**src/hdl/ethernet_ip_header_parser_core_macros.svh**
```systemverilog
// ----------------------------------------------------------------------------
// ethernet ip header parser core assertion macros
// implication checks shared by the parser rtl
// ----------------------------------------------------------------------------
`ifndef ETHERNET_IP_HEADER_PARSER_CORE_MACROS_SVH
`define ETHERNET_IP_HEADER_PARSER_CORE_MACROS_SVH

// consequent must hold in the same cycle as the antecedent
`define EIPHP_ASSERT_NOW(label, clk, rstn, ante, cons) \
    label: assert property (@(posedge clk) disable iff (!(rstn)) (ante) |-> (cons)) \
        else $error("parser check failed in same cycle");

// consequent must hold in the cycle after the antecedent
`define EIPHP_ASSERT_NEXT(label, clk, rstn, ante, cons) \
    label: assert property (@(posedge clk) disable iff (!(rstn)) (ante) |=> (cons)) \
        else $error("parser check failed one cycle later");

`endif

```
**src/hdl/eiphp_pkg.sv**
```systemverilog
// ----------------------------------------------------------------------------
// eiphp_pkg
// types and constants of the ethernet / ip header parser
// ----------------------------------------------------------------------------
`timescale 1ns / 1ps
`default_nettype none

package eiphp_pkg;

    localparam int OFFSET_BITS = 16;
    localparam int LEN_BITS    = OFFSET_BITS + 1;

    localparam logic [15:0] ETYPE_VLAN    = 16'h8100;
    localparam logic [15:0] ETYPE_ARP     = 16'h0806;
    localparam logic [15:0] ETYPE_IPV4    = 16'h0800;
    localparam logic [15:0] ETYPE_IPV6    = 16'h86DD;
    localparam logic [7:0]  PROTO_ICMP    = 8'd1;
    localparam logic [7:0]  PROTO_UDP     = 8'd17;
    localparam logic [7:0]  PROTO_TCP     = 8'd6;
    localparam logic [15:0] ARP_HTYPE_ETH = 16'd1;
    localparam logic [7:0]  MAC_ADDR_LEN  = 8'd6;
    localparam logic [7:0]  IPV4_ALEN     = 8'd4;

    localparam logic [7:0] ETH_HDR_LEN   = 8'd14;
    localparam logic [7:0] VLAN_HDR_END  = 8'd18;
    localparam logic [7:0] IPV6_HDR_LEN  = 8'd40;
    localparam int         ARP_LEN       = 28;
    localparam int         IPV4_MIN_LEN  = 20;
    localparam int         IPV6_LEN      = 40;
    localparam int         SHORT_L4_LEN  = 8;
    localparam int         TCP_LEN       = 20;

    typedef enum logic [3:0] {
        ST_OK          = 4'd0,
        ST_L2_SHORT    = 4'd1,
        ST_L3_SHORT    = 4'd2,
        ST_L4_SHORT    = 4'd3,
        ST_L3_UNSUP    = 4'd4,
        ST_L4_UNSUP    = 4'd5,
        ST_ARP_HRD_BAD = 4'd6,
        ST_ARP_PRO_BAD = 4'd7,
        ST_ARP_HLN_BAD = 4'd8,
        ST_ARP_PLN_BAD = 4'd9
    } status_t;

    typedef enum logic [2:0] {
        PH_ETH   = 3'd0,
        PH_VLAN  = 3'd1,
        PH_ARP   = 3'd2,
        PH_IPV4  = 3'd3,
        PH_IPV6  = 3'd4,
        PH_OTHER = 3'd5
    } phase_t;

    typedef enum logic [1:0] {
        NK_NONE = 2'd0,
        NK_ARP  = 2'd1,
        NK_IPV4 = 2'd2,
        NK_IPV6 = 2'd3
    } net_kind_t;

    typedef enum logic [1:0] {
        TK_NONE = 2'd0,
        TK_ICMP = 2'd1,
        TK_UDP  = 2'd2,
        TK_TCP  = 2'd3
    } trans_kind_t;

    // first member sits in the top bits, so status lands at bit 0
    typedef struct packed {
        logic [6:0]  pad;
        logic [15:0] dest_port;
        logic [15:0] source_port;
        logic [63:0] dest_addr_low;
        logic [63:0] dest_addr_high;
        logic [63:0] source_addr_low;
        logic [63:0] source_addr_high;
        trans_kind_t transport_kind;
        net_kind_t   network_kind;
        logic        vlan_tagged;
        status_t     parse_status;
    } result_t;

    localparam int RESULT_BITS = $bits(result_t);

    function automatic phase_t phase_for_type(input logic [15:0] ethertype);
        phase_t ph;
        if (ethertype == ETYPE_ARP) begin
            ph = PH_ARP;
        end else if (ethertype == ETYPE_IPV4) begin
            ph = PH_IPV4;
        end else if (ethertype == ETYPE_IPV6) begin
            ph = PH_IPV6;
        end else begin
            ph = PH_OTHER;
        end
        return ph;
    endfunction

endpackage

`default_nettype wire

```
**src/hdl/ethernet_ip_header_parser_core.sv**
```systemverilog
// ----------------------------------------------------------------------------
// ethernet_ip_header_parser_core
// byte-wide parser for ethernet, one vlan tag, arp, ipv4/ipv6 and icmp/udp/tcp
// ----------------------------------------------------------------------------
// Frames enter one byte per cycle on the slave stream, tlast on the final byte,
// and the core takes a byte in every cycle that it does not stall. Each byte
// passes an input register and then updates the offset and capture registers;
// on the final byte the status, layer kinds, addresses and ports go to the
// output register. Other bytes produce no output transaction.
// The input side stalls only when a final byte meets an output register that
// still holds an untaken result. On any error all fields but the status are
// zero. The byte offset saturates, so very long frames pass every length check.
`timescale 1ns / 1ps
`default_nettype none

`include "ethernet_ip_header_parser_core_macros.svh"

module ethernet_ip_header_parser_core (
    input  wire logic                          aclk,
    input  wire logic                          aresetn,
    input  wire logic                          s_axis_tvalid,
    output logic                               s_axis_tready,
    input  wire logic [7:0]                    s_axis_tdata,  // frame_byte[7:0]
    input  wire logic                          s_axis_tlast,  // frame_last
    output logic                               m_axis_tvalid,
    input  wire logic                          m_axis_tready,
    // parse_status[3:0], vlan_tagged[4], network_kind[6:5], transport_kind[8:7],
    // source_addr_high[72:9], source_addr_low[136:73], dest_addr_high[200:137],
    // dest_addr_low[264:201], source_port[280:265], dest_port[296:281], zeros above
    output logic [eiphp_pkg::RESULT_BITS-1:0]  m_axis_tdata
);

    import eiphp_pkg::*;

    localparam logic [OFFSET_BITS-1:0] OFFSET_MAX = '1;

    // input register
    logic       in_valid_reg, in_valid_next;
    logic [7:0] in_byte_reg;
    logic       in_last_reg;

    // frame state
    logic [OFFSET_BITS-1:0] offset_reg, offset_next;
    phase_t                 phase_reg, phase_next;
    logic [7:0]             net_start_reg, net_start_next;
    logic [7:0]             trans_start_reg, trans_start_next;
    logic [15:0]            type_word_reg, type_word_next;
    logic [7:0]             ip_proto_reg, ip_proto_next;
    logic [7:0]             arp_hdr_reg [8];
    logic [7:0]             arp_hdr_next [8];
    logic [63:0]            src_hi_reg, src_hi_next;
    logic [63:0]            src_lo_reg, src_lo_next;
    logic [63:0]            dst_hi_reg, dst_hi_next;
    logic [63:0]            dst_lo_reg, dst_lo_next;
    logic [15:0]            port_reg [2];
    logic [15:0]            port_next [2];
    status_t                early_err_reg, early_err_next;

    // output register
    logic    m_valid_reg, m_valid_next;
    result_t m_data_reg;
    result_t result;

    logic stall;
    logic proc;
    logic load;

    assign stall         = in_valid_reg && in_last_reg && m_valid_reg && !m_axis_tready;
    assign proc          = in_valid_reg && !stall;
    assign load          = proc && in_last_reg;
    assign s_axis_tready = !in_valid_reg || !stall;
    assign m_axis_tvalid = m_valid_reg;
    assign m_axis_tdata  = m_data_reg;

    always_comb begin
        logic [OFFSET_BITS-1:0] off;
        logic [OFFSET_BITS-1:0] rel;
        logic [LEN_BITS-1:0]    off_ext;
        logic [LEN_BITS-1:0]    ts_ext;
        logic [LEN_BITS-1:0]    port_diff;
        logic [LEN_BITS-1:0]    len;
        logic [LEN_BITS-1:0]    need;
        logic [7:0]             b;
        logic                   ip;
        status_t                st;
        trans_kind_t            tk;

        off = offset_reg;
        b   = in_byte_reg;

        phase_next       = phase_reg;
        net_start_next   = net_start_reg;
        trans_start_next = trans_start_reg;
        type_word_next   = type_word_reg;
        ip_proto_next    = ip_proto_reg;
        arp_hdr_next     = arp_hdr_reg;
        src_hi_next      = src_hi_reg;
        src_lo_next      = src_lo_reg;
        dst_hi_next      = dst_hi_reg;
        dst_lo_next      = dst_lo_reg;
        port_next        = port_reg;
        early_err_next   = early_err_reg;

        rel = off - OFFSET_BITS'(net_start_reg);

        if (off == OFFSET_BITS'(12) || off == OFFSET_BITS'(13) ||
            (phase_reg == PH_VLAN && (off == OFFSET_BITS'(16) || off == OFFSET_BITS'(17)))) begin
            type_word_next = {type_word_reg[7:0], b};
        end

        if (phase_reg == PH_ETH && off == OFFSET_BITS'(13)) begin
            if (type_word_next == ETYPE_VLAN) begin
                phase_next     = PH_VLAN;
                net_start_next = VLAN_HDR_END;
            end else begin
                phase_next     = phase_for_type(type_word_next);
                net_start_next = ETH_HDR_LEN;
                if (phase_next == PH_IPV6) begin
                    trans_start_next = ETH_HDR_LEN + IPV6_HDR_LEN;
                end
            end
        end else if (phase_reg == PH_VLAN) begin
            if (off == OFFSET_BITS'(17)) begin
                phase_next     = phase_for_type(type_word_next);
                net_start_next = VLAN_HDR_END;
                if (phase_next == PH_IPV6) begin
                    trans_start_next = VLAN_HDR_END + IPV6_HDR_LEN;
                end
            end
        end else if (off >= OFFSET_BITS'(net_start_reg)) begin
            if (phase_reg == PH_ARP) begin
                if (rel < OFFSET_BITS'(8)) begin
                    arp_hdr_next[rel[2:0]] = b;
                end else if (rel >= OFFSET_BITS'(14) && rel < OFFSET_BITS'(18)) begin
                    src_lo_next = {src_lo_reg[55:0], b};
                end else if (rel >= OFFSET_BITS'(24) && rel < OFFSET_BITS'(28)) begin
                    dst_lo_next = {dst_lo_reg[55:0], b};
                end
            end else if (phase_reg == PH_IPV4) begin
                if (rel == '0) begin
                    trans_start_next = net_start_reg + {2'b00, b[3:0], 2'b00};
                    early_err_next   = (b[3:0] < 4'd5) ? ST_L3_SHORT : ST_OK;
                end
                if (rel == OFFSET_BITS'(9)) begin
                    ip_proto_next = b;
                end
                if (rel >= OFFSET_BITS'(12) && rel < OFFSET_BITS'(16)) begin
                    src_lo_next = {src_lo_reg[55:0], b};
                end
                if (rel >= OFFSET_BITS'(16) && rel < OFFSET_BITS'(20)) begin
                    dst_lo_next = {dst_lo_reg[55:0], b};
                end
            end else if (phase_reg == PH_IPV6) begin
                if (rel == OFFSET_BITS'(6)) begin
                    ip_proto_next = b;
                end
                if (rel >= OFFSET_BITS'(8) && rel < OFFSET_BITS'(24)) begin
                    src_hi_next = {src_hi_reg[55:0], src_lo_reg[63:56]};
                    src_lo_next = {src_lo_reg[55:0], b};
                end
                if (rel >= OFFSET_BITS'(24) && rel < OFFSET_BITS'(40)) begin
                    dst_hi_next = {dst_hi_reg[55:0], dst_lo_reg[63:56]};
                    dst_lo_next = {dst_lo_reg[55:0], b};
                end
            end
        end

        // l4 ports: first four bytes after the ip header, past its first byte
        off_ext   = {1'b0, off};
        ts_ext    = LEN_BITS'(trans_start_next);
        port_diff = off_ext - ts_ext;
        if ((phase_reg == PH_IPV4 || phase_reg == PH_IPV6) &&
            off >= OFFSET_BITS'(net_start_reg) && rel != '0 &&
            off_ext >= ts_ext && off_ext < ts_ext + LEN_BITS'(4)) begin
            port_next[port_diff[1]] = {port_reg[port_diff[1]][7:0], b};
        end

        // end of frame evaluation on the updated state
        len  = off_ext + LEN_BITS'(1);
        need = '0;
        st   = ST_OK;
        tk   = TK_NONE;
        ip   = 1'b0;
        unique case (phase_next)
            PH_ETH, PH_VLAN: begin
                st = ST_L2_SHORT;
            end
            PH_OTHER: begin
                st = ST_L3_UNSUP;
            end
            PH_ARP: begin
                if (len < LEN_BITS'(net_start_next) + LEN_BITS'(ARP_LEN)) begin
                    st = ST_L2_SHORT;
                end else if ({arp_hdr_next[0], arp_hdr_next[1]} != ARP_HTYPE_ETH) begin
                    st = ST_ARP_HRD_BAD;
                end else if (arp_hdr_next[4] != MAC_ADDR_LEN) begin
                    st = ST_ARP_HLN_BAD;
                end else if ({arp_hdr_next[2], arp_hdr_next[3]} != ETYPE_IPV4) begin
                    st = ST_ARP_PRO_BAD;
                end else if (arp_hdr_next[5] != IPV4_ALEN) begin
                    st = ST_ARP_PLN_BAD;
                end
            end
            PH_IPV4: begin
                ip = 1'b1;
                if (len < LEN_BITS'(net_start_next) + LEN_BITS'(IPV4_MIN_LEN) ||
                    early_err_next != ST_OK) begin
                    st = ST_L3_SHORT;
                end
            end
            PH_IPV6: begin
                ip = 1'b1;
                if (len < LEN_BITS'(net_start_next) + LEN_BITS'(IPV6_LEN)) begin
                    st = ST_L3_SHORT;
                end
            end
            default: begin
                st = ST_L3_UNSUP;
            end
        endcase

        if (ip && st == ST_OK) begin
            if (ip_proto_next == PROTO_ICMP) begin
                tk   = TK_ICMP;
                need = LEN_BITS'(SHORT_L4_LEN);
            end else if (ip_proto_next == PROTO_UDP) begin
                tk   = TK_UDP;
                need = LEN_BITS'(SHORT_L4_LEN);
            end else if (ip_proto_next == PROTO_TCP) begin
                tk   = TK_TCP;
                need = LEN_BITS'(TCP_LEN);
            end else begin
                st = ST_L4_UNSUP;
            end
            if (st == ST_OK && len < LEN_BITS'(trans_start_next) + need) begin
                st = ST_L4_SHORT;
            end
        end

        result              = '0;
        result.parse_status = st;
        if (st == ST_OK) begin
            result.vlan_tagged    = (net_start_next == VLAN_HDR_END);
            result.transport_kind = tk;
            if (phase_next == PH_ARP) begin
                result.network_kind = NK_ARP;
            end else if (phase_next == PH_IPV4) begin
                result.network_kind = NK_IPV4;
            end else begin
                result.network_kind = NK_IPV6;
            end
            if (phase_next == PH_IPV6) begin
                result.source_addr_high = src_hi_next;
                result.source_addr_low  = src_lo_next;
                result.dest_addr_high   = dst_hi_next;
                result.dest_addr_low    = dst_lo_next;
            end else begin
                result.source_addr_low = {32'd0, src_lo_next[31:0]};
                result.dest_addr_low   = {32'd0, dst_lo_next[31:0]};
            end
            if (tk == TK_UDP || tk == TK_TCP) begin
                result.source_port = port_next[0];
                result.dest_port   = port_next[1];
            end
        end

        // offset update; a final byte clears the frame state
        if (off < OFFSET_MAX) begin
            offset_next = off + OFFSET_BITS'(1);
        end else begin
            offset_next = off;
        end
        if (in_last_reg) begin
            offset_next      = '0;
            phase_next       = PH_ETH;
            net_start_next   = ETH_HDR_LEN;
            trans_start_next = '0;
            type_word_next   = '0;
            ip_proto_next    = '0;
            for (int i = 0; i < 8; i++) begin
                arp_hdr_next[i] = '0;
            end
            src_hi_next    = '0;
            src_lo_next    = '0;
            dst_hi_next    = '0;
            dst_lo_next    = '0;
            port_next[0]   = '0;
            port_next[1]   = '0;
            early_err_next = ST_OK;
        end
    end

    always_comb begin
        in_valid_next = in_valid_reg;
        if (s_axis_tvalid && s_axis_tready) begin
            in_valid_next = 1'b1;
        end else if (proc) begin
            in_valid_next = 1'b0;
        end

        m_valid_next = m_valid_reg;
        if (load) begin
            m_valid_next = 1'b1;
        end else if (m_axis_tready) begin
            m_valid_next = 1'b0;
        end
    end

    always_ff @(posedge aclk) begin
        if (!aresetn) begin
            in_valid_reg    <= 1'b0;
            m_valid_reg     <= 1'b0;
            offset_reg      <= '0;
            phase_reg       <= PH_ETH;
            net_start_reg   <= ETH_HDR_LEN;
            trans_start_reg <= '0;
            type_word_reg   <= '0;
            ip_proto_reg    <= '0;
            for (int i = 0; i < 8; i++) begin
                arp_hdr_reg[i] <= '0;
            end
            src_hi_reg    <= '0;
            src_lo_reg    <= '0;
            dst_hi_reg    <= '0;
            dst_lo_reg    <= '0;
            port_reg[0]   <= '0;
            port_reg[1]   <= '0;
            early_err_reg <= ST_OK;
        end else begin
            in_valid_reg <= in_valid_next;
            m_valid_reg  <= m_valid_next;
            if (proc) begin
                offset_reg      <= offset_next;
                phase_reg       <= phase_next;
                net_start_reg   <= net_start_next;
                trans_start_reg <= trans_start_next;
                type_word_reg   <= type_word_next;
                ip_proto_reg    <= ip_proto_next;
                arp_hdr_reg     <= arp_hdr_next;
                src_hi_reg      <= src_hi_next;
                src_lo_reg      <= src_lo_next;
                dst_hi_reg      <= dst_hi_next;
                dst_lo_reg      <= dst_lo_next;
                port_reg        <= port_next;
                early_err_reg   <= early_err_next;
            end
        end
    end

    // payload registers
    always_ff @(posedge aclk) begin
        if (s_axis_tvalid && s_axis_tready) begin
            in_byte_reg <= s_axis_tdata;
            in_last_reg <= s_axis_tlast;
        end
        if (load) begin
            m_data_reg <= result;
        end
    end

    `EIPHP_ASSERT_NOW(a_stall_only_on_full_output, aclk, aresetn, !s_axis_tready, in_valid_reg && in_last_reg && m_valid_reg)
    `EIPHP_ASSERT_NEXT(a_last_clears_frame, aclk, aresetn, load, m_valid_reg && phase_reg == PH_ETH && offset_reg == '0)
    `EIPHP_ASSERT_NEXT(a_offset_advances, aclk, aresetn, proc && !in_last_reg, offset_reg != '0)
    `EIPHP_ASSERT_NOW(a_error_zeroes_fields, aclk, aresetn, m_valid_reg && m_data_reg.parse_status != ST_OK, m_data_reg[RESULT_BITS-1:4] == '0)

endmodule

`default_nettype wire
```
**config.mk**
```make
export PLATFORM = sky130hd
export DESIGN_NAME = ethernet_ip_header_parser_core
export DESIGN_NICKNAME = d
export VERILOG_FILES = /design/src/hdl/eiphp_pkg.sv /design/src/hdl/ethernet_ip_header_parser_core.sv
export VERILOG_INCLUDE_DIRS = /design/src /design/src/hdl
export SDC_FILE = /design/constraint.sdc
export NUM_CORES = 2
export LEC_CHECK = 0
export BUFFER_PORTS_ARGS = -buffer_cell sky130_fd_sc_hd__buf_4
export CORE_MARGIN = 1
export CORE_UTILIZATION = 51
export CTS_CLUSTER_DIAMETER = 100
export CTS_CLUSTER_SIZE = 8
export DETAILED_ROUTE_END_ITERATION = 16
export HOLD_SLACK_MARGIN = 0.12
export PLACE_DENSITY = 0.7
export REMOVE_ABC_BUFFERS = 1
export SETUP_SLACK_MARGIN = 0.1
export SLEW_MARGIN = 30
export SYNTH_ARGS = -nofsm -noshare
export SYNTH_HDL_FRONTEND = slang
export SYNTH_SLANG_ARGS = --single-unit
```
**constraint.sdc**
```tcl
create_clock -name aclk -period 21.3 [get_ports aclk]
set_input_delay 2.13 -clock aclk [delete_from_list [all_inputs] [get_ports aclk]]
set_output_delay 2.13 -clock aclk [all_outputs]
set_load 0.01 [all_outputs]
```
**Word level (Yosys, flattened, before mapping)**

Cells that the tools add are included.

- $add $sub $neg: 10
- Multiply operators: 0
- Div/mod/pow operators: 0
- $lt $le $gt $ge: 25
- Equality and inequality tests: 32
- Shifts and indexed selects: 0
- Multiplexer cells: 135
- Bitwise logic cells: 3
- Reduce and logical (&&, ||, !) cells: 53

Operators with widths:

| kind | count |
|---|---|
| $mux W64 | 45 |
| $mux W8 | 28 |
| $lt A16 B5 Y1 const B | 5 |
| $mux W16 | 5 |
| $mux W4 | 18 |
| $bwmux W64 | 1 |
| $mux W32 | 2 |
| $lt A17 B9 Y1 | 3 |
| $eq A16 B4 Y1 const B | 3 |
| $ge A16 B4 Y1 const B | 3 |
| $mux W3 | 12 |
| $bwmux W32 | 1 |
| $eq A16 B12 Y1 const B | 2 |
| $eq A16 B16 Y1 const B | 2 |
| $eq A16 B5 Y1 const B | 2 |
| $ge A16 B5 Y1 const B | 2 |
| $ge A16 B8 Y1 | 2 |
| $demux W8 S3 | 1 |
| $logic_and A1 B1 Y1 | 22 |
| $mux W5 | 4 |
| $add A8 B5 Y9 const B | 2 |
| $add A16 B1 Y17 const B | 1 |
| $add A8 B17 Y17 | 1 |
| $lt A17 B17 Y1 | 1 |
| 46 further kinds | 90 |

- Register bits after elaboration: 723
- Bits in latches: 0
- Bits in writable memories: 0
- ROM bits: 0
- Input port bits: 13
- Output and inout bits: 306
- Word-level logic and storage cells: 296
- Memories: 0

**Logic depth before layout (Yosys ltp)**

- Depth in word-level cells: 30
- Gate-level depth with buffers: 30
- Mapped depth without buffers: 26

**Least setup slack after synthesis**

Ideal clock, no wire load.

- Path type: input -> register
- Start point: input port m_axis_tready
- End point: register m_data_reg (netlist bit m_axis_tdata[0]) (enable)
- Setup time: 960 ps
- Arrival: 14511 ps
- Required time: 20340 ps
- Setup slack: 5829 ps
- Cell stages on the path: 2
- Buffers on the path: 0
- Cell sequence: nor2b_1 > nor2_1

- Longest elaborated chain between the ends: 5

Ends and longest elaborated chain:

| element | line | text |
|---|---|---|
| start, declared | ethernet_ip_header_parser_core.sv:26 | `input wire logic m_axis_tready,` |
| $logic_not A1 Y1 | ethernet_ip_header_parser_core.sv:68 | `assign stall = in_valid_reg && in_last_reg && m_valid_reg && !m_axis_tready;` |
| $logic_and A1 B1 Y1 | ethernet_ip_header_parser_core.sv:68 |  |
| $logic_not A1 Y1 | ethernet_ip_header_parser_core.sv:69 | `assign proc = in_valid_reg && !stall;` |
| $logic_and A1 B1 Y1 | ethernet_ip_header_parser_core.sv:69 |  |
| $logic_and A1 B1 Y1 | ethernet_ip_header_parser_core.sv:70 | `assign load = proc && in_last_reg;` |
| via load | ethernet_ip_header_parser_core.sv:66 | `logic load;` |
| end signal, assigned | ethernet_ip_header_parser_core.sv:357 | `m_data_reg <= result;` |
| end, declared | ethernet_ip_header_parser_core.sv:61 | `result_t m_data_reg;` |

The timed path passes the listed nets, and every way through them passes these cells.
A chain may end at the register's enable or synchronous reset.

**Worst setup path in the final report**

- Start point: register net_start_reg[6]
- End point: register m_data_reg (netlist bit m_axis_tdata[149]) (data pin)

- Longest elaborated chain between the ends: 24
- Elaborated cells on any way between the ends: 86
- Classes of those cells: 6 x add/sub; 8 x order compare; 9 x eq/ne; 53 x mux; 10 x reduce/logical

Ends and longest elaborated chain:

| element | line | text |
|---|---|---|
| start, declared | ethernet_ip_header_parser_core.sv:45 | `logic [7:0] net_start_reg, net_start_next;` |
| start signal, assigned | ethernet_ip_header_parser_core.sv:335 | `net_start_reg <= net_start_next;` |
| branches (longest 24 deep; another with $sub A16 B8 Y16) | - |  |

Several ways; the timed one is not identified. The select of a mux whose other input is x is not followed.

==> impl_metrics.ini <==
[detailed_routing]
first_iter_violations = 1980
wirelength_um = 88580
viasPerCell = 5.813
firstDrtPassIters = 8
drt.antenna.violating_nets = 0
remaining_drc_errors = 0
post_drt_wl_per_cell_um = 20.09
num_vias = 25620

[final_layout]
syn_to_final_growth_pct = 16.38
final_nets = 3562
largest_reg_flops = 297
nFillCells = 5329
drive_gt1_frac = 0.2142
register_area_um2 = 17220
multiInputGateArea_um2 = 14690
n_antenna_cell = 0

[outcome]
status = finished, final reports clean

[setup_path]
crit_type = reg2reg
path_max_fanout = 93
cp.arrival_ps = 8760
timing.rr.start = net_start_reg[6]$_SDFFE_PN0P_
end_kind = flop
r2r_cells = 25
required_ps = 21670
start_kind = flop
cp-startpoint = net_start_reg[6]$_SDFFE_PN0P_

[timing]
fin_crit_sh = 0.3939
holdWs_ps = 474.3
slew_headroom = 0.3241
post-route-min-period_ps = 8391
rsz0062_at_grt = false
fin_setup_tns_ps = 0
worst_slack_ps = 12910
hold_viol_final = 0
drv_slew = 0
fmax_ghz = 0.1192
clock_skew_ps = 26.29
final-setup-viol-count = 0
worst_pin_slew_ps = 1012

[cts]
cts_tree = built
cts_max_level = 3
clock_sinks = 707
cts-root-buf = clkbuf_16
path_clk_slew_ps = 50
cts_buffers = 98
cts.hold.buffers_added = 0
clkLatencyLatePin_ps = 660
clockBufferDepth = 3
cts_resized = 0
post_cts_buffers = 0

[yosys]
ys_seq_area_frac = 0.5175
synth_ff_type = dfxtp_1
netlist_area_um2 = 33270
yosysUniqueCellTypes = 98
yosysWarnings = 0
ys_seq_elements = 707
synthCells = 3275
avgSynthCellArea_um2 = 10.16
synth-edff-count = 306
ys_async_sr_fraction = 0
synth_common_cells = nand2_1 (629), dfxtp_1 (401), nor2b_1 (307), edfxtp_1 (306), a22oi_1 (266)
synth_top_area_frac = 0.2762
synth_top_area_cell = edfxtp_1
yosysMostFrequentCell = nand2_1
synth_area_leaders = edfxtp_1 (28%), dfxtp_1 (24%), nand2_1 (7.1%)

[floorplanning]
dieArea_um2 = 66260
die_h_um = 257.4
ios = 319
fp-row-count = 93
die_x_um = 257.4
core_um2 = 64460
initial_core_util = 0.5161

[placement]
post-dp-hpwl_um = 55460
io_buffers = 311
post-place-ws_ps = 13090
globalplace.congestion = 0.9399

[global_routing]
antenna_found_initial = 0
grt_pass1_vias = 24470
grt_max_degree = 243
overflow = 0
grt_pass1_wl_um = 138400
grtUsageTotal = 0.2603

[job]
cap_violations = 0

[worst_hold_path]
hp-start = arp_hdr_reg[58]$_SDFFE_PN0P_
hp-class = reg2reg
min_path_cells = 2

[power_and_ir_drop]
p_per_area_nw_per_um2 = 77.89
peakVddDrop_uv = 63.40
p_leak_nw = 11.76
[report_power, final]
group	total [W]	leakage, nW	switching, W	internal, W
registers	0.00145	5.68	0.0000150	0.00143
logic	0.000108	4.71	0.0000665	0.0000414
clock network	0.00146	1.37	0.000580	0.000879
[kinds of logic (layout without fill, tap and decap cells)]
family | after synthesis | in the layout | share of synthesized area
AND/OR/NAND/NOR | 1266 | 1266 | 0.1895
flip-flops | 707 | 707 | 0.5175
XOR/XNOR | 40 | 40 | 0.01053
buffers and inverters | 291 | 563 | 0.04607
AO/OA/AOI/OAI | 854 | 854 | 0.1943
other | 1 | 7 | 0.0001127
multiplexers | 41 | 41 | 0.01294
adder cells (fa/ha/maj) | 75 | 75 | 0.02903
[layout by cell type (no fill, tap or decap), types with 66 or more instances in the layout]
master     synthesis  routed
nand2_1          629     626
dfxtp_1          401     401
buf_4              7     344
nor2b_1          307     306
edfxtp_1         306     306
a22oi_1          266     266
a21oi_2          222     222
clkbuf_16          0     100
a21oi_1           98      98
nor2_1            81      74
clkbuf_1         172      71
ha_1              70      70
a22o_1            66      66
[worst max-delay path: stages (launching register included)]
cell	delay, ps
dfxtp_1	550
inv_1	200
ha_1	470
a21oi_2	200
nor2_1	100
or3_1	330
o21ai_0	220
nand4_2	440
nor4_4	720
mux2i_1	270
a311o_1	330
inv_1	150
fa_1	480
xnor2_1	200
xor2_1	160
ha_1	250
o21a_1	110
o21a_1	170
o21ai_0	160
a21oi_1	90
nor3_1	390
o2111ai_2	270
nand3b_4	670
buf_12	440
buf_16	460
a21oi_1	100
[per-stage QoR]
| stage | std cells | power [W] | instance area, um2 | utilization |
|---|---|---|---|---|
| after floorplan | 3023 | 0.001521 | 31880 | - |
| after global placement | 4228 | 0.001581 | 35730 | 0.5543 |
| after detailed placement | 4228 | 0.001583 | 35740 | 0.5544 |
| after CTS | 4406 | 0.003041 | 38630 | 0.5993 |
| after global routing | 4408 | 0.003105 | 38720 | 0.6006 |
| final | 4408 | 0.003016 | 38720 | 0.6006 |
[path summary, 6_finish.rpt]
path                                                         to  slack, ps
worst max-delay path            m_axis_tdata[149]$_SDFFCE_PN0P_      12910
worst min-delay path               arp_hdr_reg[58]$_SDFFE_PN0P_        470
worst max register to register  m_axis_tdata[149]$_SDFFCE_PN0P_      12910
worst min register to register     arp_hdr_reg[58]$_SDFFE_PN0P_        470
[metal layers]
layer / share of wire / routed length (um) / vias to the layer above / GRT usage
met2: 0.47 / 42060 / 823 / 0.4186
li1: - / - / 12120 / -
met4: 0.027 / 2354 / 0 / 0.08859
met3: 0.061 / 5368 / 141 / 0.04472
met5: 0 / 0 / - / 0
met1: 0.44 / 38790 / 12540 / 0.3547
[cell type report]
cell class / instances / area share
Inverter: 33 / 0.003199
Clock buffer: 172 / 0.07187
Multi-Input combinational cell: 2283 / 0.3793
Sequential cell: 707 / 0.4446
Tap cell: 855 / 0.02763
Timing Repair Buffer: 352 / 0.07054
Clock inverter: 6 / 0.002779
(Power assumes the default switching activity.)
